**src/design/rau_pkg.sv**
```systemverilog
`timescale 1ns / 1ps
`default_nettype none

package rau_pkg;

   localparam int OPERAND_WIDTH = 16;
   localparam int RES_NUM_W     = 34;
   localparam int RES_DEN_W     = 33;
   localparam int PROD_W        = 2 * OPERAND_WIDTH;
   localparam int MAG_W         = 2 * OPERAND_WIDTH;
   localparam int VAL_W         = MAG_W + 1;
   localparam int CNT_W         = $clog2(MAG_W);

   typedef enum logic [1:0] {
      CMD_ADD,
      CMD_SUB,
      CMD_MUL,
      CMD_DIV
   } cmd_type;

   typedef enum logic [3:0] {
      ST_IDLE,
      ST_MUL_T0,
      ST_MUL_T1,
      ST_MUL_RD,
      ST_MUL_END,
      ST_GCD_GO,
      ST_GCD_WAIT,
      ST_DIVN_GO,
      ST_DIVN_WAIT,
      ST_DIVD_GO,
      ST_DIVD_WAIT,
      ST_OUT
   } state_type;

   typedef struct packed {
      logic        [1:0]               command;
      logic signed [OPERAND_WIDTH-1:0] a_num;
      logic signed [OPERAND_WIDTH-1:0] a_den;
      logic signed [OPERAND_WIDTH-1:0] b_num;
      logic signed [OPERAND_WIDTH-1:0] b_den;
   } req_type;

   typedef struct packed {
      logic signed [RES_NUM_W-1:0] result_num;
      logic        [RES_DEN_W-1:0] result_den;
   } rsp_type;

endpackage

`default_nettype wire

```
**src/design/rau_gcd.sv**
```systemverilog
`timescale 1ns / 1ps
`default_nettype none

module rau_gcd (
   input  wire logic                    clock,
   input  wire logic                    reset,
   input  wire logic                    start,
   input  wire logic [rau_pkg::MAG_W-1:0] op_a,
   input  wire logic [rau_pkg::MAG_W-1:0] op_b,
   output logic                         done,
   output logic [rau_pkg::MAG_W-1:0]    result
);
   import rau_pkg::*;

   logic             busy_ff;
   logic             done_ff;
   logic [MAG_W-1:0] u_ff;
   logic [MAG_W-1:0] u_in;
   logic [MAG_W-1:0] v_ff;
   logic [MAG_W-1:0] v_in;
   logic [CNT_W-1:0] k_ff;
   logic [CNT_W-1:0] k_in;
   logic [MAG_W-1:0] result_ff;
   logic             finish;

   assign finish = busy_ff && ((u_ff == '0) || (v_ff == '0));

   // One binary gcd step: halve whatever is even, otherwise halve the difference.
   always_comb begin
      u_in = u_ff;
      v_in = v_ff;
      k_in = k_ff;
      if (!u_ff[0] && !v_ff[0]) begin
         u_in = u_ff >> 1;
         v_in = v_ff >> 1;
         k_in = CNT_W'(k_ff + 1'b1);
      end else if (!u_ff[0]) begin
         u_in = u_ff >> 1;
      end else if (!v_ff[0]) begin
         v_in = v_ff >> 1;
      end else if (u_ff >= v_ff) begin
         u_in = (u_ff - v_ff) >> 1;
      end else begin
         v_in = (v_ff - u_ff) >> 1;
      end
   end

   always_ff @(posedge clock) begin
      if (reset) begin
         busy_ff <= 1'b0;
         done_ff <= 1'b0;
      end else begin
         done_ff <= finish;
         if (start) begin
            busy_ff <= 1'b1;
         end else if (finish) begin
            busy_ff <= 1'b0;
         end
      end
   end

   always_ff @(posedge clock) begin
      if (start) begin
         u_ff <= op_a;
         v_ff <= op_b;
         k_ff <= '0;
      end else if (busy_ff && !finish) begin
         u_ff <= u_in;
         v_ff <= v_in;
         k_ff <= k_in;
      end
      if (finish) begin
         result_ff <= (u_ff | v_ff) << k_ff;
      end
   end

   assign done   = done_ff;
   assign result = result_ff;

endmodule

`default_nettype wire

```
**src/design/rau_div.sv**
```systemverilog
`timescale 1ns / 1ps
`default_nettype none

module rau_div (
   input  wire logic                      clock,
   input  wire logic                      reset,
   input  wire logic                      start,
   input  wire logic [rau_pkg::MAG_W-1:0] dividend,
   input  wire logic [rau_pkg::MAG_W-1:0] divisor,
   output logic                           done,
   output logic [rau_pkg::MAG_W-1:0]      quotient
);
   import rau_pkg::*;

   logic             busy_ff;
   logic             done_ff;
   logic [CNT_W-1:0] cnt_ff;
   logic [MAG_W-1:0] rem_ff;
   logic [MAG_W-1:0] rem_in;
   logic [MAG_W-1:0] quo_ff;
   logic [MAG_W-1:0] quo_in;
   logic [MAG_W-1:0] dvs_ff;
   logic [MAG_W:0]   rem_shift;
   logic [MAG_W-1:0] rem_diff;
   logic             fits;

   // Restoring division: the dividend shifts out of quo_ff as quotient bits shift in.
   always_comb begin
      rem_shift = {rem_ff, quo_ff[MAG_W-1]};
      rem_diff  = rem_shift[MAG_W-1:0] - dvs_ff;
      fits      = rem_shift >= {1'b0, dvs_ff};
      rem_in    = fits ? rem_diff : rem_shift[MAG_W-1:0];
      quo_in    = {quo_ff[MAG_W-2:0], fits};
   end

   always_ff @(posedge clock) begin
      if (reset) begin
         busy_ff <= 1'b0;
         done_ff <= 1'b0;
         cnt_ff  <= '0;
      end else begin
         done_ff <= busy_ff && (cnt_ff == '0);
         if (start) begin
            busy_ff <= 1'b1;
            cnt_ff  <= CNT_W'(MAG_W - 1);
         end else if (busy_ff) begin
            if (cnt_ff == '0) begin
               busy_ff <= 1'b0;
            end else begin
               cnt_ff <= CNT_W'(cnt_ff - 1'b1);
            end
         end
      end
   end

   always_ff @(posedge clock) begin
      if (start) begin
         rem_ff <= '0;
         quo_ff <= dividend;
         dvs_ff <= divisor;
      end else if (busy_ff) begin
         rem_ff <= rem_in;
         quo_ff <= quo_in;
      end
   end

   assign done     = done_ff;
   assign quotient = quo_ff;

endmodule

`default_nettype wire

```
**src/design/rational_arith_unit.sv**
```systemverilog
`timescale 1ns / 1ps
`default_nettype none

// Exact arithmetic on two signed fractions, returned in lowest terms.
// A transaction on the req_ channel carries a command (add, subtract, multiply,
// divide) and two fractions; a zero denominator is read as one. Each request
// gives exactly one transaction on the rsp_ channel: the reduced numerator, which
// carries the sign, over a positive denominator. Dividing by a zero fraction
// gives the first operand's reduced numerator over one.
// One request is in flight at a time, and req_stall is high from acceptance
// until the result has been moved into the output register. A request runs
// through products on the shared multiplier, then a data-dependent binary gcd,
// one step per cycle, then two restoring divisions by the gcd on a single
// divider. A new request is taken in the cycle after the result is loaded.
// The output register holds the result while rsp_stall is high, and a new
// request is accepted meanwhile; the next result waits in the unit until the
// register is free. Synchronous reset empties the output register and returns
// the sequencer to idle; nothing else is kept between transactions.
module rational_arith_unit (
   input  wire logic             clock,
   input  wire logic             reset,
   input  wire logic             req_valid,
   output logic                  req_stall,
   input  wire rau_pkg::req_type req_data,
   output logic                  rsp_valid,
   input  wire logic             rsp_stall,
   output rau_pkg::rsp_type      rsp_data
);
   import rau_pkg::*;

   state_type state_ff;
   state_type state_in;

   cmd_type                         cmd_ff;
   logic signed [OPERAND_WIDTH-1:0] an_ff;
   logic signed [OPERAND_WIDTH-1:0] ad_ff;
   logic signed [OPERAND_WIDTH-1:0] bn_ff;
   logic signed [OPERAND_WIDTH-1:0] bd_ff;
   logic                            force_ff;
   logic signed [PROD_W-1:0]        prod_ff;
   logic signed [VAL_W-1:0]         num_ff;
   logic signed [VAL_W-1:0]         den_ff;
   logic [MAG_W-1:0]                g_ff;
   logic [MAG_W-1:0]                qn_ff;
   logic                            rsp_valid_ff;
   rsp_type                         rsp_data_ff;
   rsp_type                         rsp_data_in;

   logic signed [OPERAND_WIDTH-1:0] mul_x;
   logic signed [OPERAND_WIDTH-1:0] mul_y;
   logic signed [PROD_W-1:0]        mul_prod;
   logic [MAG_W-1:0]                num_mag;
   logic [MAG_W-1:0]                den_mag;
   logic [MAG_W-1:0]                div_dividend;
   logic [MAG_W-1:0]                div_quotient;
   logic [MAG_W-1:0]                gcd_result;
   logic signed [VAL_W-1:0]         qn_signed;
   logic signed [VAL_W-1:0]         res_num;
   logic                            accept;
   logic                            load_rsp;
   logic                            gcd_start;
   logic                            gcd_done;
   logic                            div_start;
   logic                            div_done;

   localparam logic signed [OPERAND_WIDTH-1:0] ONE_OP = OPERAND_WIDTH'(1);

   assign accept   = req_valid && !req_stall;
   assign mul_prod = mul_x * mul_y;
   assign num_mag  = num_ff[VAL_W-1] ? MAG_W'(-num_ff) : MAG_W'(num_ff);
   assign den_mag  = den_ff[VAL_W-1] ? MAG_W'(-den_ff) : MAG_W'(den_ff);

   rau_gcd u_gcd (
      .clock  (clock),
      .reset  (reset),
      .start  (gcd_start),
      .op_a   (num_mag),
      .op_b   (den_mag),
      .done   (gcd_done),
      .result (gcd_result)
   );

   rau_div u_div (
      .clock    (clock),
      .reset    (reset),
      .start    (div_start),
      .dividend (div_dividend),
      .divisor  (g_ff),
      .done     (div_done),
      .quotient (div_quotient)
   );

   always_comb begin
      state_in = state_ff;
      case (state_ff)
         ST_IDLE: begin
            if (req_valid) begin
               state_in = ST_MUL_T0;
            end
         end
         ST_MUL_T0:  state_in = ST_MUL_T1;
         ST_MUL_T1:  state_in = ST_MUL_RD;
         ST_MUL_RD:  state_in = ST_MUL_END;
         ST_MUL_END: state_in = ST_GCD_GO;
         ST_GCD_GO:  state_in = ST_GCD_WAIT;
         ST_GCD_WAIT: begin
            if (gcd_done) begin
               state_in = ST_DIVN_GO;
            end
         end
         ST_DIVN_GO: state_in = ST_DIVN_WAIT;
         ST_DIVN_WAIT: begin
            if (div_done) begin
               state_in = ST_DIVD_GO;
            end
         end
         ST_DIVD_GO: state_in = ST_DIVD_WAIT;
         ST_DIVD_WAIT: begin
            if (div_done) begin
               state_in = ST_OUT;
            end
         end
         ST_OUT: begin
            if (!rsp_valid_ff || !rsp_stall) begin
               state_in = ST_IDLE;
            end
         end
         default: state_in = ST_IDLE;
      endcase
   end

   always_comb begin
      req_stall    = 1'b1;
      gcd_start    = 1'b0;
      div_start    = 1'b0;
      div_dividend = num_mag;
      load_rsp     = 1'b0;
      mul_x        = '0;
      mul_y        = '0;
      case (state_ff)
         ST_IDLE: req_stall = 1'b0;
         ST_MUL_T0: begin
            mul_x = an_ff;
            if (cmd_ff == CMD_MUL) begin
               mul_y = bn_ff;
            end else begin
               mul_y = force_ff ? ONE_OP : bd_ff;
            end
         end
         ST_MUL_T1: begin
            if (cmd_ff == CMD_ADD || cmd_ff == CMD_SUB) begin
               mul_x = bn_ff;
               mul_y = ad_ff;
            end
         end
         ST_MUL_RD: begin
            mul_x = ad_ff;
            if (cmd_ff == CMD_DIV) begin
               mul_y = force_ff ? ONE_OP : bn_ff;
            end else begin
               mul_y = bd_ff;
            end
         end
         ST_GCD_GO:  gcd_start = 1'b1;
         ST_DIVN_GO: div_start = 1'b1;
         ST_DIVD_GO: begin
            div_start    = 1'b1;
            div_dividend = den_mag;
         end
         ST_OUT: load_rsp = !rsp_valid_ff || !rsp_stall;
         default: begin
         end
      endcase
   end

   always_comb begin
      qn_signed              = signed'({1'b0, qn_ff});
      res_num                = (num_ff[VAL_W-1] ^ den_ff[VAL_W-1]) ? -qn_signed : qn_signed;
      rsp_data_in.result_num = RES_NUM_W'(res_num);
      rsp_data_in.result_den = force_ff ? RES_DEN_W'(1) : RES_DEN_W'(div_quotient);
   end

   always_ff @(posedge clock) begin
      if (reset) begin
         state_ff     <= ST_IDLE;
         rsp_valid_ff <= 1'b0;
      end else begin
         state_ff <= state_in;
         if (load_rsp) begin
            rsp_valid_ff <= 1'b1;
         end else if (!rsp_stall) begin
            rsp_valid_ff <= 1'b0;
         end
      end
   end

   always_ff @(posedge clock) begin
      if (accept) begin
         cmd_ff   <= cmd_type'(req_data.command);
         an_ff    <= req_data.a_num;
         ad_ff    <= (req_data.a_den == '0) ? ONE_OP : req_data.a_den;
         bn_ff    <= req_data.b_num;
         bd_ff    <= (req_data.b_den == '0) ? ONE_OP : req_data.b_den;
         force_ff <= (cmd_type'(req_data.command) == CMD_DIV) && (req_data.b_num == '0);
      end
      prod_ff <= mul_prod;
      case (state_ff)
         ST_MUL_T1: num_ff <= VAL_W'(prod_ff);
         ST_MUL_RD: begin
            if (cmd_ff == CMD_SUB) begin
               num_ff <= num_ff - VAL_W'(prod_ff);
            end else begin
               num_ff <= num_ff + VAL_W'(prod_ff);
            end
         end
         ST_MUL_END: den_ff <= VAL_W'(prod_ff);
         ST_GCD_WAIT: begin
            if (gcd_done) begin
               g_ff <= gcd_result;
            end
         end
         ST_DIVN_WAIT: begin
            if (div_done) begin
               qn_ff <= div_quotient;
            end
         end
         default: begin
         end
      endcase
      if (load_rsp) begin
         rsp_data_ff <= rsp_data_in;
      end
   end

   assign rsp_valid = rsp_valid_ff;
   assign rsp_data  = rsp_data_ff;

   a_den_nonzero: assert property (@(posedge clock) disable iff (reset)
      rsp_valid |-> rsp_data.result_den != '0)
      else $error("Result denominator is zero.");

   a_gcd_nonzero: assert property (@(posedge clock) disable iff (reset)
      gcd_done |-> gcd_result != '0)
      else $error("Gcd of a nonzero denominator came out zero.");

   a_gcd_expected: assert property (@(posedge clock) disable iff (reset)
      gcd_done |-> state_ff == ST_GCD_WAIT)
      else $error("Gcd finished while the sequencer was not waiting for it.");

   a_div_expected: assert property (@(posedge clock) disable iff (reset)
      div_done |-> (state_ff == ST_DIVN_WAIT || state_ff == ST_DIVD_WAIT))
      else $error("Divider finished while the sequencer was not waiting for it.");

   a_load_shows: assert property (@(posedge clock) disable iff (reset)
      load_rsp |=> rsp_valid)
      else $error("Loaded result did not appear on the response channel.");

endmodule

`default_nettype wire
```
**config.mk**
```make
export PLATFORM = sky130hd
export DESIGN_NAME = rational_arith_unit
export DESIGN_NICKNAME = d
export VERILOG_FILES = /design/src/design/rau_pkg.sv /design/src/design/rau_gcd.sv /design/src/design/rau_div.sv /design/src/design/rational_arith_unit.sv
export SDC_FILE = /design/constraint.sdc
export NUM_CORES = 2
export LEC_CHECK = 0
export ABC_AREA = 0
export BUFFER_PORTS_ARGS = -buffer_cell sky130_fd_sc_hd__buf_2
export CORE_UTILIZATION = 50
export CTS_CLUSTER_DIAMETER = 150
export CTS_CLUSTER_SIZE = 40
export DETAILED_ROUTE_END_ITERATION = 8
export PLACE_DENSITY = 0.69
export SYNTH_ARGS = -nofsm -noshare
export SYNTH_HDL_FRONTEND = slang
export SYNTH_HIERARCHICAL = 1
export SYNTH_SLANG_ARGS = --single-unit
```
**constraint.sdc**
```tcl
create_clock -name clock -period 11.5 [get_ports clock]
set_clock_uncertainty 0.1 [all_clocks]
set_input_delay 0 -clock clock [delete_from_list [all_inputs] [get_ports clock]]
set_output_delay 0 -clock clock [all_outputs]
set_load 0.1 [all_outputs]
```
Word-level counts from Yosys, hierarchy flattened
Index checks and enable logic that the tools add are counted.
{"block": "word_totals", "in_bits": 70, "reg_bits": 505, "word_cells": 156, "out_inout_bits": 69}
{"block": "op_classes", "eq_ne": 25, "n_shift": 1, "n_bitwise": 2, "n_mux": 49, "add_sub_neg": 10, "reduce_logical": 36, "n_lt_le_gt_ge": 2, "n_mul": 1}
{"op": "2-to-1 mux 32 bit", "count": 18}
{"op": "2-to-1 mux 16 bit", "count": 6}
{"op": "case mux 16 bit (3 select lines)", "count": 2}
{"op": "subtractor 32 bit", "count": 3}
{"op": "2-to-1 mux 33 bit", "count": 2}
{"op": "case mux 33 bit (2 select lines)", "count": 1}
{"op": "logical NOT 32 bit", "count": 2}
{"op": "negator 32 bit", "count": 2}
{"op": "logical NOT 16 bit", "count": 3}
{"op": "case mux 4 bit (12 select lines)", "count": 1}
{"op": "adder 33 x 32 -> 33 bit", "count": 1}
{"op": "greater-or-equal comparator 33 x 32 -> 1 bit", "count": 1}
{"op": "negator 32 -> 33 bit", "count": 1}
{"op": "subtractor 33 x 32 -> 33 bit", "count": 1}
{"op": "greater-or-equal comparator 32 bit", "count": 1}
{"op": "multiplier 16 x 16 -> 32 bit", "count": 1}
{"op": "OR 32 bit", "count": 1}
{"op": "<< shifter 32 x 5 -> 32 bit", "count": 1}
{"op": "2-to-1 mux 4 bit", "count": 5}
{"op": "equality test 4 x 3 -> 1 bit (second input constant)", "count": 4}
{"op": "equality test 4 bit (second input constant)", "count": 4}
{"op": "2-to-1 mux 5 bit", "count": 3}
{"op": "inequality test 4 bit (second input constant)", "count": 3}
{"op": "2-to-1 mux 1 bit", "count": 11}
{"op": "other kinds (21)", "count": 48}

Longest topological paths before layout
{"block": "logic_depth", "depth_word": 7, "mapped_depth": 32, "depth_no_buf": 29}

By module
The synthesis kept the hierarchy.
{"module": "rational_arith_unit", "n_inst": 1, "area_per_inst_um2": 24606.1, "cells_per_inst": 2405, "seq_area_each_um2": 8578.2}
{"module": "rau_gcd", "n_inst": 1, "area_per_inst_um2": 10333.7, "cells_per_inst": 1163, "seq_area_each_um2": 3022.9}
{"module": "rau_div", "n_inst": 1, "area_per_inst_um2": 5939.4, "cells_per_inst": 576, "seq_area_each_um2": 2702.6}

Worst setup path after synthesis
No wires, ideal clock.
{"block": "synth_path", "path_kind": "register -> register", "from": "register state_ff[3]", "to": "register prod_ff[31]", "synth_period_minus_slack_ns": 10.474, "arrival_time_ns": 10.302, "t_required_ns": 11.328, "slack_ns": 1.026, "path_buffers": 2, "path_stages_with_launch": 27, "path_cell_list": "dfxtp_1 nor3b_1 nor3b_1 clkbuf_1 buf_1 a21oi_1 or2_2 fa_1 inv_1 fa_1 fa_1 fa_1 fa_1 inv_1 fa_1 inv_1 ha_1 nand4_1 nor2_1 a21oi_1 o21ai_0 o21ai_0 a21oi_1 o41ai_1 o2111ai_1 a21oi_1 xnor2_1"}
{"block": "synth_via", "elab_chain_cells": 3, "elab_cells_between_ends": 6, "cone_classes": "mul (1); eq/ne (3); mux (2)"}
{"element": "start, declared", "line_no": "rational_arith_unit.sv:31", "source": "state_type state_ff;"}
{"element": "start signal, assigned", "line_no": "rational_arith_unit.sv:188", "source": "state_ff <= state_in;"}
{"element": "equality test 4 x 2 -> 1 bit / equality test 4 x 1 -> 1 bit (equally long branches)", "line_no": "rational_arith_unit.sv:140", "source": "case (state_ff)"}
{"element": "case mux 16 bit (3 select lines)", "line_no": "rational_arith_unit.sv:140"}
{"element": "multiplier 16 x 16 -> 32 bit *", "line_no": "rational_arith_unit.sv:69", "source": "assign mul_prod = mul_x * mul_y;"}
{"element": "net mul_prod[31]", "line_no": "rational_arith_unit.sv:51", "source": "logic signed [PROD_W-1:0] mul_prod;"}
{"element": "end signal, assigned", "line_no": "rational_arith_unit.sv:206", "source": "prod_ff <= mul_prod;"}
{"element": "end, declared", "line_no": "rational_arith_unit.sv:40", "source": "logic signed [PROD_W-1:0] prod_ff;"}
The timed path passes the listed nets; every way through them passes the cells marked *.
A chain may end at the register's enable or synchronous reset.

Worst setup path in the final report
{"block": "layout_path", "from": "register state_ff[1]", "to": "register prod_ff[31]"}
The elaborated chain is that of the path after synthesis.

==> out/qor.csv <==
stage,metric,value,unit
route,vias,30740,
global_route,antenna_found_initial,3,
synthesis,synth_nets,4729,
setup_path,crit_type,register to register,
power_and_ir_drop,swShare,0.4369,
floorplanning,core-area,80680,um2
synthesis,synthArstFlopShare,0,
setup_path,cp.required,11.93,ns
synthesis,yosys.area.top_type,edfxtp_1,
synthesis,syn_area_per_cell,9.865,um2
outcome,status,finished with violations,
finish,stdcell_area,43720,um2
route,drt_iter0_drc,2471,
finish,drive_above_1_share,0.09889,
min_path,hold_end,an_ff[13],
min_path,worstHoldStart,req_data[61],
timing,rsz0062_at_grt,false,
finish,final_common_cell,inv_1,
clock_tree,cts-resized-gates,0,
timing,finalSetupTns,0,ns
power_and_ir_drop,ir_drop,182.9,uV
finish,regArea,14310,um2
synthesis,synth-main-ff-cell,edfxtp_1,
job,drv_cap,0,
power_and_ir_drop,combPwrFrac,0.546,
power_and_ir_drop,seq_power_share,0.336,
route,ant_nets,0,
finish,fin_nets,4791,
timing,drv_slew,0,
setup_path,r2r_slack,2.43,ns
route,avgViaCountPerCell,5.823,
global_route,grt_max_degree,68,
setup_path,rr_startpoint,state_ff[1],
route,drt-pass1-iter-count,9,
clock_tree,numCtsBuffers,17,
floorplanning,initial_core_util,0.5067,
timing,layout_min_cycle_time,9.068,ns
clock_tree,cts.path.max_buffers,3,
min_path,whs_path_depth,2,
timing,relSlewSlack,0.2622,
power_and_ir_drop,p_leak,17.83,nW
route,drt-total-wl,110800,um
synthesis,ys_seq_area_frac,0.3499,
finish,final_core_util,0.5419,
finish,fill_cells,7263,
power_and_ir_drop,internal-power,4.139,mW
clock_tree,tritoncts,built,
timing,finalCritPeriodShare,0.7885,
synthesis,synth_cell_type_count,104,
setup_path,cp_max_fo,36,
route,drc,16,
synthesis,synth_top_cell_area_share,0.3093,
placement,portBuffers,137,
power_and_ir_drop,netSwitchingPower,3.212,mW
timing,finalSetupViolCount,0,
timing,hold_viol,0,
synthesis,syn_inst,4144,
synthesis,synth_edf_count,421,
clock_tree,cts-root-buf,clkbuf_16,
finish,mostFrequentLayoutCells,"498 x inv_1, 421 x edfxtp_1, 385 x nor2_1, 298 x nand2_1, 266 x fa_1",
floorplanning,boundaryPins,139,
global_route,grt_pass1_wl,172200,um
outcome,violations,DRC,
power_and_ir_drop,p_per_area,168.1,nW/um2
clock_tree,cts.clk_slew.worst_paths,0.15,ns
setup_path,setup.worst_path.end_class,register,
floorplanning,die-width,287.9,um
floorplanning,die_height,287.9,um
finish,multi_input_area,23920,um2
synthesis,ys_warn_count,6,
synthesis,synthTopCellsByArea,"edfxtp_1 31%, fa_1 13%, ha_1 7.6%, inv_1 4.6%, xnor2_1 4.3%",
route,wl_per_cell,20.98,um
finish,largest_reg_flops,65,
clock_tree,numClockSinks,504,
setup_path,arrival,9.49,ns
setup_path,worst_r2r_endpoint,prod_ff[31],
finish,area_delta_synth_final,6.951,%
placement,hpwlAfterDp,86150,um
global_route,grt_use_total,0.2675,
floorplanning,dieArea,82910,um2
power_and_ir_drop,clkPwrFrac,0.118,
timing,tightest_slew,1.097,ns
clock_tree,htree_levels,1,
setup_path,startpoint_type,register,
floorplanning,row_count,104,
min_path,hp-class,input port to register,
setup_path,rr_worst_depth,26,
global_route,overflow,0,
placement,gp_congestion,0.9945,
placement,placed_area,42480,um2
synthesis,ys_ff_latch,504,
clock_tree,clock_latency,0.62,ns
global_route,grt_pass1_vias,30740,
synthesis,syn-cell-area,40880,um2
timing,fmax,110.3,MHz
## cell usage after synthesis (all sizes together), types with 29 or more instances
library cell and n:
nor3 58, xnor2 199, clkbuf 166, a211oi 51
or3 37, edfxtp 421, inv 499, o31ai 35
o21bai 29, ha 249, o21ai 194, nand2b 40
nor2 387, dfxtp 83, fa 266, mux2 79
nor2b 68, nand2 300, nor4 48, xor2 69
nor3b 37, a221oi 30, buf 47, nand3 37
a21oi 251, a21o 45, mux2i 54
## how the worst max path moves through the flow
stage,from,depth (start not counted),endpoint
6_report,state_ff[1],26,prod_ff[31]
3_5_place_dp,state_ff[1],26,prod_ff[31]
5_1_grt,state_ff[1],24,prod_ff[31]
3_3_place_gp,state_ff[1],26,prod_ff[31]
2_1_floorplan,state_ff[3],26,prod_ff[31]
4_1_cts,state_ff[1],26,prod_ff[31]
## critical path: stages (launching register included)
cell and delay (ns):
dfxtp_1 0.55, nor3b_2 0.22, buf_4 0.47, and2_1 0.63, a22oi_1 0.22, and2_1 0.35, or2_2 0.36, fa_1 0.70
inv_1 0.13, fa_1 0.89, fa_1 0.51, fa_1 0.47, fa_1 0.54, inv_1 0.05, fa_1 0.52, inv_1 0.04
ha_1 0.35, nand4_1 0.13, nor2_1 0.06, a21oi_1 0.12, o21ai_0 0.12, o21ai_0 0.19, a21oi_1 0.08, o41ai_1 0.63
o2111ai_1 0.21, a21oi_1 0.20, xnor2_1 0.13
## metrics by stage
stage                     cells  hold WS, ns  setup slack, ns  power, mW
after floorplan            4144     -0.03093            1.026      5.473
after global placement     5177      0.07780            2.613      6.405
after detailed placement   5177      0.07853            2.429      6.469
after CTS                  5277     0.009587            2.330      7.359
after global routing       5277      0.01172            1.677      7.924
final                      5279      0.01539            2.432      7.350
## what timing repair did
| item | CTS | global route |
|---|---|---|
| hold buffers | 70 | 0 |
| setup buffers | 0 | 0 |
| hold endpoints to repair | 81 | 0 |
## cells by family after synthesis
logic type | after synthesis | share of synthesized area
AO/OA/AOI/OAI | 863 | 0.1421
XOR/XNOR | 268 | 0.05742
adder cells (fa/ha/maj) | 515 | 0.2065
buffers and inverters | 715 | 0.06770
flip-flops | 504 | 0.3499
multiplexers | 147 | 0.04270
other | 1 | 0.00009173
AND/OR/NAND/NOR | 1131 | 0.1336
## metal layers
layer | routed length (um) | track usage | vias up
li1 | - | - | 14400
met1 | 45930 | 0.3430 | 15140
met2 | 54340 | 0.4646 | 984
met3 | 5427 | 0.02211 | 216
met4 | 5062 | 0.1104 | 0
met5 | 0 | 0 | -
## power by group through the flow
| stage | combinational (mW) | sequential (mW) | clock (mW) |
|---|---|---|---|
| after floorplan | 3.07 | 2.40 | 0 |
| after global placement | 3.90 | 2.51 | 0 |
| after detailed placement | 3.96 | 2.51 | 0 |
| after CTS | 4.00 | 2.47 | 0.890 |
| after global routing | 4.49 | 2.49 | 0.938 |
| final | 4.01 | 2.47 | 0.868 |
## area by class of cell
cell class	instances	share of cell area
multi-input cells	2925	0.5470
flip-flops and latches	504	0.3272
clock buffers	26	0.01050
inverters	502	0.04310
clock inverters	4	0.001631
well taps	1060	0.03034
repair buffers	256	0.04012
diodes	2	0.0001145
No activity file was read; power rests on OpenSTA's default activity.
